$ cat src/sv/sdcrs_pkg.sv
`timescale 1ns / 1ps

package sdcrs_pkg;

    // widths
    localparam int REG_W          = 20;
    localparam int TIME_WIDTH_DEF = 20;
    localparam int ADDR_W         = 5;
    localparam int DATA_W         = 32;

    // register indexes
    localparam logic [2:0] REG_SLEEP       = 3'd0;
    localparam logic [2:0] REG_STABILISE   = 3'd1;
    localparam logic [2:0] REG_WINDOW      = 3'd2;
    localparam logic [2:0] REG_TIER_ONE    = 3'd3;
    localparam logic [2:0] REG_TIER_TWO    = 3'd4;
    localparam logic [2:0] REG_TIER_THREE  = 3'd5;
    localparam logic [2:0] REG_PRESENT     = 3'd6;

    // register reset values
    localparam logic [REG_W-1:0] SLEEP_MS_RST      = 20'd90000;
    localparam logic [REG_W-1:0] STABILISE_MS_RST  = 20'd30000;
    localparam logic [REG_W-1:0] WINDOW_MS_RST     = 20'd12000;
    localparam logic [REG_W-1:0] TIER_ONE_MS_RST   = 20'd3000;
    localparam logic [REG_W-1:0] TIER_TWO_MS_RST   = 20'd6000;
    localparam logic [REG_W-1:0] TIER_THREE_MS_RST = 20'd9000;

    // recovery tier levels
    localparam logic [1:0] TIER_NONE   = 2'd0;
    localparam logic [1:0] TIER_FLUSH  = 2'd1;
    localparam logic [1:0] TIER_WAKE   = 2'd2;
    localparam logic [1:0] TIER_RELINK = 2'd3;

    typedef enum logic [1:0] {
        PH_ASLEEP  = 2'd0,
        PH_WARMING = 2'd1,
        PH_READING = 2'd2
    } phase_t;

    typedef struct packed {
        logic ms_tick;
        logic frame_ok;
    } poll_word_t;

    typedef struct packed {
        logic       send_wake;
        logic       send_sleep;
        logic       flush_rx;
        logic       reinit_link;
        logic       publish;
        logic       readings_stable;
        logic [1:0] phase_out;
        logic [1:0] tier_out;
    } result_word_t;

endpackage

$ cat src/sv/sensor_duty_cycle_recovery_sequencer.sv
`timescale 1ns / 1ps
// Duty-cycle sequencer for a particle sensor: asleep, warming, reading.
// Poll channel (poll_valid/poll_ready/poll): one word per poll, carrying a
// millisecond tick and a frame-received flag. Result channel
// (result_valid/result_ready/result): exactly one word per poll with the
// command pulses, the stable flag, the phase and the recovery tier after it.
// Latency: the result word is valid the cycle after the poll is taken.
// Throughput: one poll per clock; the phase, counter and tier registers are
// updated in the same cycle the poll is taken, so the next poll can follow.
// A stalled result word sits in the output register; a new poll is taken
// only when that register is empty or being read in the same cycle, so a
// stalled receiver holds off the poll channel after one word.
// Reset (rst_n low, asynchronous): phase asleep, counter, tier and stable
// flag cleared, timing registers at their defaults, sensor marked absent,
// no result pending. Timing registers sit on an APB-style port at byte
// addresses 4*index; pready is always high and reads return the register.
module sensor_duty_cycle_recovery_sequencer #(
    parameter int TIME_WIDTH = sdcrs_pkg::TIME_WIDTH_DEF
) (
    input  logic                         clk,
    input  logic                         rst_n,
    input  logic                         poll_valid,
    output logic                         poll_ready,
    input  sdcrs_pkg::poll_word_t        poll,
    output logic                         result_valid,
    input  logic                         result_ready,
    output sdcrs_pkg::result_word_t      result,
    input  logic                         psel,
    input  logic                         penable,
    input  logic                         pwrite,
    input  logic [sdcrs_pkg::ADDR_W-1:0] paddr,
    input  logic [sdcrs_pkg::DATA_W-1:0] pwdata,
    output logic [sdcrs_pkg::DATA_W-1:0] prdata,
    output logic                         pready
);

    localparam int REG_W = sdcrs_pkg::REG_W;
    localparam int CMP_W = (TIME_WIDTH > REG_W) ? TIME_WIDTH : REG_W;
    localparam logic [TIME_WIDTH-1:0] TIME_TOP = {TIME_WIDTH{1'b1}};

    // configuration registers
    logic [REG_W-1:0] sleep_ms_reg, stabilise_ms_reg, window_ms_reg;
    logic [REG_W-1:0] tier_one_ms_reg, tier_two_ms_reg, tier_three_ms_reg;
    logic             present_reg;

    // sequencer state
    sdcrs_pkg::phase_t       phase_reg, phase_next;
    logic [TIME_WIDTH-1:0]   elapsed_reg, elapsed_next;
    logic [1:0]              tier_reg, tier_next;
    logic                    stable_reg, stable_next;

    // output register
    sdcrs_pkg::result_word_t result_reg, result_next;
    logic                    result_valid_reg, result_valid_next;

    logic                    accept;
    logic                    cfg_write;
    logic [2:0]              cfg_index;
    logic [TIME_WIDTH-1:0]   t_now;
    logic [CMP_W-1:0]        t_cmp;
    logic sleep_hit, stab_hit, window_hit, t1_hit, t2_hit, t3_hit, frame_take;
    logic wake_p, sleep_p, flush_p, relink_p, publish_p;

    assign pready    = 1'b1;
    assign cfg_write = psel && penable && pwrite;
    assign cfg_index = paddr[sdcrs_pkg::ADDR_W-1:2];

    // configuration writes
    always_ff @(posedge clk or negedge rst_n)
    begin
        if (!rst_n)
        begin
            sleep_ms_reg      <= sdcrs_pkg::SLEEP_MS_RST;
            stabilise_ms_reg  <= sdcrs_pkg::STABILISE_MS_RST;
            window_ms_reg     <= sdcrs_pkg::WINDOW_MS_RST;
            tier_one_ms_reg   <= sdcrs_pkg::TIER_ONE_MS_RST;
            tier_two_ms_reg   <= sdcrs_pkg::TIER_TWO_MS_RST;
            tier_three_ms_reg <= sdcrs_pkg::TIER_THREE_MS_RST;
            present_reg       <= 1'b0;
        end
        else if (cfg_write)
        begin
            case (cfg_index)
                sdcrs_pkg::REG_SLEEP:      sleep_ms_reg      <= pwdata[REG_W-1:0];
                sdcrs_pkg::REG_STABILISE:  stabilise_ms_reg  <= pwdata[REG_W-1:0];
                sdcrs_pkg::REG_WINDOW:     window_ms_reg     <= pwdata[REG_W-1:0];
                sdcrs_pkg::REG_TIER_ONE:   tier_one_ms_reg   <= pwdata[REG_W-1:0];
                sdcrs_pkg::REG_TIER_TWO:   tier_two_ms_reg   <= pwdata[REG_W-1:0];
                sdcrs_pkg::REG_TIER_THREE: tier_three_ms_reg <= pwdata[REG_W-1:0];
                sdcrs_pkg::REG_PRESENT:    present_reg       <= pwdata[0];
                default:                   ;
            endcase
        end
    end

    // register readback
    always_comb
    begin
        prdata = '0;
        case (cfg_index)
            sdcrs_pkg::REG_SLEEP:      prdata = 32'(sleep_ms_reg);
            sdcrs_pkg::REG_STABILISE:  prdata = 32'(stabilise_ms_reg);
            sdcrs_pkg::REG_WINDOW:     prdata = 32'(window_ms_reg);
            sdcrs_pkg::REG_TIER_ONE:   prdata = 32'(tier_one_ms_reg);
            sdcrs_pkg::REG_TIER_TWO:   prdata = 32'(tier_two_ms_reg);
            sdcrs_pkg::REG_TIER_THREE: prdata = 32'(tier_three_ms_reg);
            sdcrs_pkg::REG_PRESENT:    prdata = 32'(present_reg);
            default:                   prdata = '0;
        endcase
    end

    // handshake: take a poll when the output register is free or draining
    assign poll_ready = !result_valid_reg || result_ready;
    assign accept     = poll_valid && poll_ready;

    // saturating elapsed count including this poll's tick
    assign t_now = (poll.ms_tick && (elapsed_reg != TIME_TOP)) ?
                   elapsed_reg + 1'b1 : elapsed_reg;
    assign t_cmp = CMP_W'(t_now);

    // threshold compares
    assign sleep_hit  = t_cmp >= CMP_W'(sleep_ms_reg);
    assign stab_hit   = t_cmp >= CMP_W'(stabilise_ms_reg);
    assign window_hit = t_cmp >= CMP_W'(window_ms_reg);
    assign t1_hit     = (tier_reg < sdcrs_pkg::TIER_FLUSH)  && (t_cmp >= CMP_W'(tier_one_ms_reg));
    assign t2_hit     = (tier_reg < sdcrs_pkg::TIER_WAKE)   && (t_cmp >= CMP_W'(tier_two_ms_reg));
    assign t3_hit     = (tier_reg < sdcrs_pkg::TIER_RELINK) && (t_cmp >= CMP_W'(tier_three_ms_reg));
    assign frame_take = poll.frame_ok && present_reg && stable_reg;

    // next state
    always_comb
    begin
        phase_next  = phase_reg;
        tier_next   = tier_reg;
        stable_next = stable_reg;
        case (phase_reg)
            sdcrs_pkg::PH_ASLEEP:
            begin
                if (sleep_hit)
                begin
                    stable_next = 1'b0;
                    phase_next  = sdcrs_pkg::PH_WARMING;
                end
            end
            sdcrs_pkg::PH_WARMING:
            begin
                if (stab_hit)
                begin
                    stable_next = 1'b1;
                    tier_next   = sdcrs_pkg::TIER_NONE;
                    phase_next  = sdcrs_pkg::PH_READING;
                end
            end
            sdcrs_pkg::PH_READING:
            begin
                if (frame_take || window_hit)
                    phase_next = sdcrs_pkg::PH_ASLEEP;
                else if (t1_hit)
                    tier_next = sdcrs_pkg::TIER_FLUSH;
                else if (t2_hit)
                    tier_next = sdcrs_pkg::TIER_WAKE;
                else if (t3_hit)
                    tier_next = sdcrs_pkg::TIER_RELINK;
            end
            default:
                phase_next = sdcrs_pkg::PH_ASLEEP;
        endcase
        // counter restarts on any phase change
        elapsed_next = (phase_next != phase_reg) ? '0 : t_now;
    end

    // command pulses
    always_comb
    begin
        wake_p    = 1'b0;
        sleep_p   = 1'b0;
        flush_p   = 1'b0;
        relink_p  = 1'b0;
        publish_p = 1'b0;
        case (phase_reg)
            sdcrs_pkg::PH_ASLEEP:
                wake_p = sleep_hit && present_reg;
            sdcrs_pkg::PH_WARMING:
                flush_p = stab_hit;
            sdcrs_pkg::PH_READING:
            begin
                if (frame_take)
                begin
                    publish_p = 1'b1;
                    sleep_p   = present_reg;
                end
                else if (window_hit)
                    sleep_p = present_reg;
                else if (t1_hit)
                    flush_p = 1'b1;
                else if (t2_hit)
                    wake_p = present_reg;
                else if (t3_hit)
                    relink_p = 1'b1;
            end
            default:
                ;
        endcase
    end

    // result word and output valid
    always_comb
    begin
        result_next.send_wake       = wake_p;
        result_next.send_sleep      = sleep_p;
        result_next.flush_rx        = flush_p;
        result_next.reinit_link     = relink_p;
        result_next.publish         = publish_p;
        result_next.readings_stable = stable_next;
        result_next.phase_out       = phase_next;
        result_next.tier_out        = tier_next;
        if (accept)
            result_valid_next = 1'b1;
        else if (result_ready)
            result_valid_next = 1'b0;
        else
            result_valid_next = result_valid_reg;
    end

    // state and control registers
    always_ff @(posedge clk or negedge rst_n)
    begin
        if (!rst_n)
        begin
            phase_reg        <= sdcrs_pkg::PH_ASLEEP;
            elapsed_reg      <= '0;
            tier_reg         <= sdcrs_pkg::TIER_NONE;
            stable_reg       <= 1'b0;
            result_valid_reg <= 1'b0;
        end
        else
        begin
            result_valid_reg <= result_valid_next;
            if (accept)
            begin
                phase_reg   <= phase_next;
                elapsed_reg <= elapsed_next;
                tier_reg    <= tier_next;
                stable_reg  <= stable_next;
            end
        end
    end

    // output payload register
    always_ff @(posedge clk)
    begin
        if (accept)
            result_reg <= result_next;
    end

    assign result_valid = result_valid_reg;
    assign result       = result_reg;

endmodule

$ cat config.mk
export PLATFORM = sky130hd
export DESIGN_NAME = sensor_duty_cycle_recovery_sequencer
export DESIGN_NICKNAME = d
export VERILOG_FILES = /design/src/sv/sdcrs_pkg.sv /design/src/sv/sensor_duty_cycle_recovery_sequencer.sv
export SDC_FILE = /design/constraint.sdc
export NUM_CORES = 1
export LEC_CHECK = 0
export BUFFER_PORTS_ARGS = -buffer_cell sky130_fd_sc_hd__buf_2
export CORE_MARGIN = 4
export CORE_UTILIZATION = 55
export DETAILED_ROUTE_END_ITERATION = 7
export PLACE_DENSITY = 0.78
export SLEW_MARGIN = 20
export SYNTH_ARGS = -nofsm -noshare
export SYNTH_HDL_FRONTEND = slang
export SYNTH_SLANG_ARGS = --single-unit
$ cat constraint.sdc
create_clock -name clk -period 4.5 [get_ports clk]
set_input_delay 0.9 -clock clk [delete_from_list [all_inputs] [get_ports clk]]
set_output_delay 0.9 -clock clk [all_outputs]
set_load 0.005 [all_outputs]
==> results by group <==
Outcome
  – Outcome: completed

Pwr
  – Sw Ratio: between 30% and 40%
  – Pwr dens: about 440 mW/mm^2
  – Sequential share of power: a little under two fifths
  – Clock Power Share: 27.4%
  – P_int: about 0.0033 W
  – Leakage power: just under 6 nW
  – Power dissipated by switching net loads: 0.001858 W
  – Worst vdd ir: approximately 0.28 mV
  – Combinational power share: 35.1%
  – Total Power: 0.005196 W

STA
  – Number of failing setup endpoints in the final timing report: 0
  – Worst Hold Margin: 518.6 ps
  – Maximum achievable frequency: between 200 and 250 MHz
  – Setup repair after global routing missed its margin: no
  – Max_slew headroom: between 30% and 40%
  – Period minus WS final: 4294 ps
  – Hold violation total from the final report: 0
  – Max Clock Skew: around 9.4 ps
  – Slew Limit Fails: 0
  – Final worst path period share: 95.41%
  – Transition time of the tightest slew-check pin: ~900 ps
  – Total negative slack: 0 ps

Logic synthesis
  – Post-synthesis cell type with the largest combined area: dfrtp_1
  – Main synth FF type: dfrtp_1
  – Average size of a mapped cell: between 8 and 9 um^2
  – Biggest area contributors in the synthesized netlist: dfrtp_1 26%, ha_1 15%, dfstp_2 11%
  – Number of enable-type register cells in the synthesized netlist: 10
  – Proportion of register bits with asynchronous set or reset after synthesis: around 94%
  – Post-Syn Area: around 0.01 mm^2
  – #FFs+latches synth: 157
  – Most used standard cell by instance count after synthesis: nand2_1
  – Top cells by instance count after synthesis: 185 x nand2_1, 138 x o21ai_0, 134 x inv_1, 125 x ha_1, 105 x dfrtp_1
  – Share of the yosys chip area belonging to registers: about two fifths
  – Synth warnings: 0
  – Top cell type's share of synthesized area: about a quarter
  – Number of different library cells in the post-synthesis netlist: 67
  – Number of cells produced by synthesis: approximately 1100

Floorplan
  – Die X: ~140 um
  – Area of the die: 0.02070 mm^2
  – Initial Util: about 56%
  – Standard-cell rows: slightly below 50
  – Die Span Y: roughly 140 um
  – Count of pins on the block boundary: 91
  – Placeable core area: between 0.015 and 0.02 mm^2

Route
  – DRT Wirelength: around 30000 um
  – First-iteration detailed-routing DRC count: 856
  – Total via count in the routed design: between 9000 and 10000
  – Number of search-and-repair iterations in the first detailed-routing pass: 5
  – DRC errors left: 0
  – Average vias per placed instance: 6.063
  – DRT antenna net count: 0
  – Average wire length per cell after detail routing: roughly 20 um

Worst setup path
  – Crit start category: flip-flop
  – Worst path required time: between 4000 and 5000 ps
  – CP arrival: roughly 4600 ps
  – Category of the critical setup timing path: flip-flop to flip-flop
  – Critical path capture point type: flip-flop
  – Critical path peak fanout: 9

Place
  – DP HPWL: between 20000 and 25000 um
  – Number of port buffers: 63
  – Area of placed instances: 0.01107 mm^2
  – Weighted congestion at the end of routability-driven global placement: ~0.94

Finish
  – Final instance area: 0.01177 mm^2
  – Share of final-layout standard cells stronger than drive strength 1: roughly a fifth
  – Final #Nets: 1419
  – Ant diodes: 0
  – Number of inserted filler cells in the final layout: 1421
  – Area growth from synthesis to layout: 15.96%

Min path
  – Worst hold path type: flip-flop to flip-flop

Global routing
  – Vias in the first global route: 8755
  – Global-route wire length before repair: 46270 um
  – Remaining Overflow, GRT: 0
  – Initial antenna violation count: 0
  – Maximum number of pins on one net before global-route repair: 90
  – GR Util All Layers: 29.05%

CTS
  – Clock Sinks: 157
  – Clock tree from TritonCTS: built
  – H-tree lvl count: 4
  – Clock-pin slew reported for the worst setup and hold paths after clock tree synthesis: 70 ps
  – Post-CTS Hold Fix Bufs: 0
  – Root buffer cell: clkbuf_16
  – Clock buffer depth: 2
  – Clock latency on the worst-skew pair: between 400 and 500 ps
  – Total clock buffers created by CTS: 17

Job
  – Max-cap violations: 0
[logic make-up after synthesis]
| group | synth area share, % |
|---|---|
| xor+xnor | 1.380 |
| flops | 39.71 |
| mux | 1.196 |
| other cells | 0.07397 |
| compound gates | 20.83 |
| simple gates | 13.54 |
| fa+ha+maj | 15.41 |
| buf+inv | 7.863 |
[worst max-delay path, stage by stage (launching register included)]
cell	delay (ps)
dfrtp_1	430
and4_4	220
and4_2	280
a31oi_4	210
nand4_2	130
buf_4	190
o21ai_1	190
nand2_1	190
buf_4	210
ha_1	300
nand4_1	160
nor2_1	160
buf_4	140
o311ai_0	250
a41o_1	390
o31a_1	340
o21a_1	190
a41o_1	190
[cell type report]
class / instances / area, um^2 / area share (%)
inverters: 137 / 514.2 / 4.368
multi-input cells: 800 / 5492 / 46.65
clock buffers: 18 / 429.2 / 3.645
flip-flops and latches: 157 / 4031 / 34.24
repair buffers: 135 / 872.1 / 7.408
well taps: 229 / 286.5 / 2.434
clock inverters: 14 / 147.6 / 1.254
[metal layers]
layer / track usage [%] / part of all wire, % / wire (um) / vias up
li1: - / - / - / 4211
met1: 40.07 / 43 / 12580 / 4339
met2: 45.74 / 46 / 13580 / 419
met3: 5.757 / 8.1 / 2374 / 65
met4: 10.36 / 3.0 / 892 / 0
met5: 0 / 0 / 0 / -
[power by group through the flow]
stage / clock, W / combinational (W) / sequential, W
floorplan: 0 / 0.00114 / 0.00192
global placement: 0 / 0.00165 / 0.00195
detailed placement: 0 / 0.00171 / 0.00196
CTS: 0.00143 / 0.00174 / 0.00194
global route: 0.00150 / 0.00202 / 0.00198
finish: 0.00142 / 0.00182 / 0.00195
[stage by stage]
| step | cells | worst slack, ps | utilization [%] |
|---|---|---|---|
| after global routing | 1490 | 56.75 | 65.09 |
| final | 1490 | 206.4 | 65.09 |
| after detailed placement | 1455 | -28.86 | 61.22 |
| after CTS | 1487 | 100.6 | 64.41 |
| after floorplan | 1154 | 334.5 | - |
| after global placement | 1455 | 34.70 | 61.22 |
[placed cells by master (no fill, tap or decap), types with 28 or more instances in the layout]
cell type / count
inv_1: 134
buf_2: 63
a21oi_1: 39
nand2_1: 184
dfstp_2: 42
buf_4: 70
a21o_1: 28
ha_1: 125
dfrtp_1: 105
o21ai_0: 137
[timing repair]
item,CTS,global route
setup endpoints to repair,0,21
resized for setup,0,21
buffers inserted,0,2
[final timing paths]
path	from	to	slack (ps)	cells after the start
worst max-delay path	elapsed_reg[6]$_DFFE_PN0P_	tier_reg[0]$_DFFE_PN0P_	210	17
worst min-delay path	tier_two_ms_reg[9]$_DFFE_PN1P_	tier_two_ms_reg[9]$_DFFE_PN1P_	520	2
worst min register to register	tier_two_ms_reg[9]$_DFFE_PN1P_	tier_two_ms_reg[9]$_DFFE_PN1P_	520	2
max in group asynchronous	rst_n	sleep_ms_reg[14]$_DFFE_PN1P_	3050	2
min in group asynchronous	rst_n	stabilise_ms_reg[2]$_DFFE_PN0P_	550	1
worst max register to register	elapsed_reg[6]$_DFFE_PN0P_	tier_reg[0]$_DFFE_PN0P_	210	17
No activity file was read; power rests on OpenSTA's default activity.
